--- src/design/rational_sum_accumulator_unit_macros.svh ---
// ----------------------------------------------------------------------------
// rational sum accumulator assertion macros
// property wrappers for the accumulator unit design file
// ----------------------------------------------------------------------------
`ifndef RATIONAL_SUM_ACCUMULATOR_UNIT_MACROS_SVH
`define RATIONAL_SUM_ACCUMULATOR_UNIT_MACROS_SVH

`ifndef SYNTHESIS

// same-cycle implication, sampled on clk, off during reset
`define RSA_ASSERT_IMPLY(label, ante, cons) \
	label: assert property (@(posedge clk) disable iff (!arst_n) (ante) |-> (cons)) \
		else $error("rsa assertion failed");

// next-cycle implication, sampled on clk, off during reset
`define RSA_ASSERT_NEXT(label, ante, cons) \
	label: assert property (@(posedge clk) disable iff (!arst_n) (ante) |=> (cons)) \
		else $error("rsa assertion failed");

`else

`define RSA_ASSERT_IMPLY(label, ante, cons)
`define RSA_ASSERT_NEXT(label, ante, cons)

`endif

`endif

--- src/design/rsa_pkg.sv ---
// ----------------------------------------------------------------------------
// rsa_pkg
// types, constants and helpers for the rational sum accumulator
// ----------------------------------------------------------------------------
package rsa_pkg;

	localparam int ACC_W     = 64;
	localparam int HALF_W    = 32;
	localparam int DIV_CNT_W = 6;

	localparam logic [ACC_W-1:0] POS_LIMIT = 64'h7fff_ffff_ffff_ffff;
	localparam logic [ACC_W-1:0] NEG_LIMIT = 64'h8000_0000_0000_0000;
	localparam logic [ACC_W-1:0] ACC_ONE   = 64'd1;

	// sequencer states, one-hot
	typedef enum logic [11:0] {
		S_IDLE = 12'b0000_0000_0001,
		S_STEP = 12'b0000_0000_0010,
		S_MUL  = 12'b0000_0000_0100,
		S_ADD  = 12'b0000_0000_1000,
		S_END  = 12'b0000_0001_0000,
		S_GCD  = 12'b0000_0010_0000,
		S_GREM = 12'b0000_0100_0000,
		S_QN   = 12'b0000_1000_0000,
		S_QD   = 12'b0001_0000_0000,
		S_EMIT = 12'b0010_0000_0000
	} state_t;

	// which cross product the shared multiplier is working on
	typedef enum logic [1:0] {
		PROD_NUM_D = 2'd0,
		PROD_DEN_N = 2'd1,
		PROD_DEN_D = 2'd2
	} prod_sel_t;

	// sub-steps of one 64 x n product
	typedef enum logic [1:0] {
		MSTEP_LO  = 2'd0,
		MSTEP_HI  = 2'd1,
		MSTEP_SUM = 2'd2,
		MSTEP_FIX = 2'd3
	} mstep_t;

	typedef struct packed {
		logic             start;
		logic [ACC_W-1:0] dividend;
		logic [ACC_W-1:0] divisor;
	} div_req_t;

	typedef struct packed {
		logic             busy;
		logic             done;
		logic [ACC_W-1:0] quotient;
		logic [ACC_W-1:0] remainder;
	} div_rsp_t;

	// magnitude of a two's complement word, as unsigned
	function automatic logic [ACC_W-1:0] mag64(input logic [ACC_W-1:0] x);
		return x[ACC_W-1] ? (~x + ACC_ONE) : x;
	endfunction

	// signed wrap of a + b giving r
	function automatic logic add_ovf(input logic [ACC_W-1:0] a, input logic [ACC_W-1:0] b,
			input logic [ACC_W-1:0] r);
		return (a[ACC_W-1] == b[ACC_W-1]) && (r[ACC_W-1] != a[ACC_W-1]);
	endfunction

endpackage

--- src/design/rsa_div.sv ---
// ----------------------------------------------------------------------------
// rsa_div
// unsigned 64-bit restoring divider, one quotient bit per cycle
// ----------------------------------------------------------------------------
module rsa_div import rsa_pkg::*; (
	input  logic     clk,
	input  logic     arst_n,
	input  div_req_t req,
	output div_rsp_t rsp
);

	localparam logic [DIV_CNT_W-1:0] CNT_LAST = '1;

	logic                 busy_q;
	logic                 done_q;
	logic [DIV_CNT_W-1:0] cnt_q;
	logic [ACC_W-1:0]     rem_q;
	logic [ACC_W-1:0]     quo_q;
	logic [ACC_W-1:0]     dsr_q;
	logic [ACC_W:0]       trial;
	logic                 take;

	// trial subtract of the divisor from the shifted partial remainder
	assign trial = {rem_q, quo_q[ACC_W-1]} - {1'b0, dsr_q};
	assign take  = ~trial[ACC_W];

	// iteration control
	always_ff @(posedge clk or negedge arst_n) begin
		if (!arst_n) begin
			busy_q <= 1'b0;
			done_q <= 1'b0;
			cnt_q  <= '0;
		end else begin
			done_q <= 1'b0;
			if (req.start && !busy_q) begin
				busy_q <= 1'b1;
				cnt_q  <= '0;
			end else if (busy_q) begin
				cnt_q <= cnt_q + 1'b1;
				if (cnt_q == CNT_LAST) begin
					busy_q <= 1'b0;
					done_q <= 1'b1;
				end
			end
		end
	end

	// remainder and quotient shift registers
	always_ff @(posedge clk) begin
		if (req.start && !busy_q) begin
			rem_q <= '0;
			quo_q <= req.dividend;
			dsr_q <= req.divisor;
		end else if (busy_q) begin
			rem_q <= take ? trial[ACC_W-1:0] : {rem_q[ACC_W-2:0], quo_q[ACC_W-1]};
			quo_q <= {quo_q[ACC_W-2:0], take};
		end
	end

	assign rsp.busy      = busy_q;
	assign rsp.done      = done_q;
	assign rsp.quotient  = quo_q;
	assign rsp.remainder = rem_q;

endmodule

--- config.mk ---
export PLATFORM = sky130hd
export DESIGN_NAME = rsa_div
export DESIGN_NICKNAME = d
export VERILOG_FILES = /design/src/design/rational_sum_accumulator_unit_macros.svh /design/src/design/rsa_pkg.sv /design/src/design/rsa_div.sv
export SDC_FILE = /design/constraint.sdc
export NUM_CORES = 1
export LEC_CHECK = 0
export BUFFER_PORTS_ARGS = -buffer_cell sky130_fd_sc_hd__buf_2
export CAP_MARGIN = 20
export CORE_UTILIZATION = 55
export CTS_CLUSTER_SIZE = 24
export DETAILED_ROUTE_END_ITERATION = 7
export GPL_TIMING_DRIVEN = 0
export PLACE_DENSITY = 0.81
export SETUP_SLACK_MARGIN = 0.02
export SLEW_MARGIN = 10
export SYNTH_ARGS = -nofsm -noshare
export SYNTH_HDL_FRONTEND = slang
export SYNTH_SLANG_ARGS = --single-unit
--- constraint.sdc ---
create_clock -name clk -period 4.45 [get_ports clk]
set_input_delay 0.445 -clock clk [delete_from_list [all_inputs] [get_ports clk]]
set_output_delay 0.445 -clock clk [all_outputs]
set_load 0.005 [all_outputs]
==> out/metrics.cfg <==
[power_and_ir_drop]
internal-power_w = 0.00618
power_switching_w = 0.00482
p_seq_share_pct = 30.8
ir_drop_mv = 0.409
leakagePower_nw = 6.39
comb_power_share_pct = 53.5
p_clk_share_pct = 15.7
p_sw_share_pct = 43.8
pwr_density_cell_nw_per_um2 = 790

[timing]
fin_setup_tns_ps = 0
finalSetupViolCount = 0
rsz0062_at_grt = false
finalCritPeriodShare_pct = 85.3
finClkSkew_ps = 22.8
finalHoldViolCount = 0
tightest_slew_ps = 836
slew_headroom_pct = 44.2
clock.fmax_ghz = 0.263
drv_slew = 0
min_period_ps = 3800

[run_status]
status = complete, no violations

[worst_setup_path]
r2r_end = rem_q[23]$_SDFFE_PP0P_
rrSetupSlack_ps = 650
crit_type = reg -> reg
end_kind = flop
rr_worst_depth = 15
start_kind = flop
worstPathArrival_ps = 4100
crit_required_ps = 4750
reg2reg_from = quo_q[63]$_DFFE_PP_
worstSetupEndpoint = rem_q[23]$_SDFFE_PP0P_
crit_fanout = 10
worstSetupStartpoint = quo_q[63]$_DFFE_PP_

[floorplanning]
core_um2 = 20400
die_area_um2 = 21600
boundaryPins = 261
die_width_um = 147
dieHeight_um = 147
row_count = 52
start_util_pct = 56.7

[route]
post_drt_wl_per_cell_um = 17.5
drcViolationCount = 0
drt-total-wl_um = 32200
viasPerCell = 5.65
firstDrtPassIters = 5
postRouteAntennaNets = 0
num_vias = 10430
dr.first_iter.drc_count = 858

[place]
post-dp-hpwl_um = 24500
port_buffers = 260
placed_area_um2 = 13300
gp_congestion = 0.931

[yosys]
synth_fp_nets = 1477
synth.area.top_cells = edfxtp_1 (33%), dfxtp_1 (11%), nand2_1 (9.7%), ha_1 (7.0%), a21oi_1 (4.5%)
synth_area_um2 = 11600
yosysSeqAreaShare_pct = 46.0
synth_top_area_share_pct = 33.2
synth_cell_types = 66
yosysMostFrequentCell = nand2_1
ys_top_cells_by_count = nand2_1 (298), edfxtp_1 (128), a21oi_1 (103)
postSynthCellCount = 1280
synth_top_area_cell = edfxtp_1
synth_edf_count = 128
ys.flop_type = edfxtp_1
syn_area_per_cell_um2 = 9.05
synth-seq-cells = 200
yosys_warnings = 0
synth_async_sr_flop_share_pct = 4.00

[clocking]
cts_setup_buffers = 0
clk_pin_slew_worst_paths_ps = 90
post_cts_resize_count = 0
cts_tree = yes
hold_buffers = 1
cts_buffer_depth = 2
cts-buffers-inserted = 17
cts_root_buffer = clkbuf_16
cts.sinks = 200
clock_latency_ps = 460
htree_levels = 4

[global_route]
grt_usage_pct = 30.0
grt_pass1_vias = 9976
grt_pass1_wl_um = 50700
grt_max_degree = 66
overflow = 0
antenna_found_initial = 2

[min_path]
hold_class = in -> reg
hp-start = req[58]

[cells_and_area]
design_area_um2 = 13900
drive_above_1_share_pct = 20.5
areaGrowthSynthToFinish_pct = 20.4
nNetsFinal = 1758

[flow_run]
drv_cap = 0

[kinds of logic after synthesis]
logic type / Yosys count / share of synthesized area [%]
xor gates and xnor gates: 59 / 4.46
buffers and inverters: 149 / 5.32
and+or+nand+nor: 438 / 16.1
adders and majority gates: 66 / 7.20
DFF: 200 / 46.0
AOI/OAI and AO/OA: 337 / 18.3
muxes: 31 / 2.68
[power by group through the flow]
stage               Combinational [W]  Clock [W]  Sequential, W
finish                        0.00589    0.00173        0.00339
global placement              0.00570          0        0.00339
CTS                           0.00585    0.00175        0.00338
floorplan                     0.00401          0        0.00334
detailed placement            0.00582          0        0.00340
global route                  0.00653    0.00181        0.00347
[cell type report]
type	count	area, um^2
fill	1643	6490
multi-input combinational	931	5640
sequential	200	5330
timing repair buffer	262	1340
clock buffer	17	425
tap	270	338
inverter	85	322
buffer	64	300
clock inverter	15	246
antenna	2	5.00
[routing by layer]
metal / up-vias / track usage (%) / share of wire (%)
met2: 456 / 48.5 / 46
met1: 4823 / 37.8 / 42
met5: - / 0 / 0
met3: 88 / 7.33 / 8.4
li1: 5063 / - / -
met4: 0 / 14.0 / 4.0
[cells in the final DEF, fill, tap and decap left out, drive strengths merged, types with 9 or more instances in the layout]
cell type and count:
inv 93, a21oi 104, clkbuf 67, o211ai 10, nor3 16, a31oi 10
xnor2 39, mux2i 31, nand2 298, nand4 23, xor2 20, o21a 11
o21ai 103, nor2 47, a22oi 9, edfxtp 128, o21bai 13, ha 65
nand3 12, dfxtp 64, a21o 28, buf 275
[critical path, cell delays in order (launching register included)]
cell	delay (ps)
edfxtp_1	380
inv_1	70
ha_1	230
fa_1	390
nor2b_1	220
o31a_1	200
o21a_1	200
a211o_1	300
a31oi_4	150
o21ai_4	300
a31oi_4	140
xnor2_1	310
buf_6	230
buf_6	200
mux2i_1	210
o21ai_0	110
[sequential cells by signal, indices dropped and copies added, names as in the netlist]
name    flops
dsr_q      64
quo_q      64
rem_q      64
cnt_q       6
busy_q      1
done_q      1
[stage by stage]
| stage | util [%] | cells | worst slack [ps] | hold WS (ps) | total power, W |
|---|---|---|---|---|---|
| final | 68.2 | 1846 | 654 | 151 | 0.0110 |
| after CTS | 68.2 | 1844 | 709 | 141 | 0.0110 |
| after detailed placement | 64.9 | 1811 | 767 | 293 | 0.00922 |
| after global placement | 64.7 | 1810 | -146 | 294 | 0.00909 |
| after floorplan | - | 1280 | 1220 | 149 | 0.00735 |
| after global routing | 68.2 | 1845 | 490 | 137 | 0.0118 |
[how the worst min path moves through the flow]
| stage | to | cells after the start |
|---|---|---|
| finish | dsr_q[58]$_DFFE_PP_ | 1 |
| global route | dsr_q[46]$_DFFE_PP_ | 1 |
| CTS | dsr_q[46]$_DFFE_PP_ | 1 |
| detailed placement | busy_q$_DFF_PN0_ | 1 |
| global placement | busy_q$_DFF_PN0_ | 1 |
| floorplan | busy_q$_DFF_PN0_ | 0 |
(Power assumes the default switching activity.)
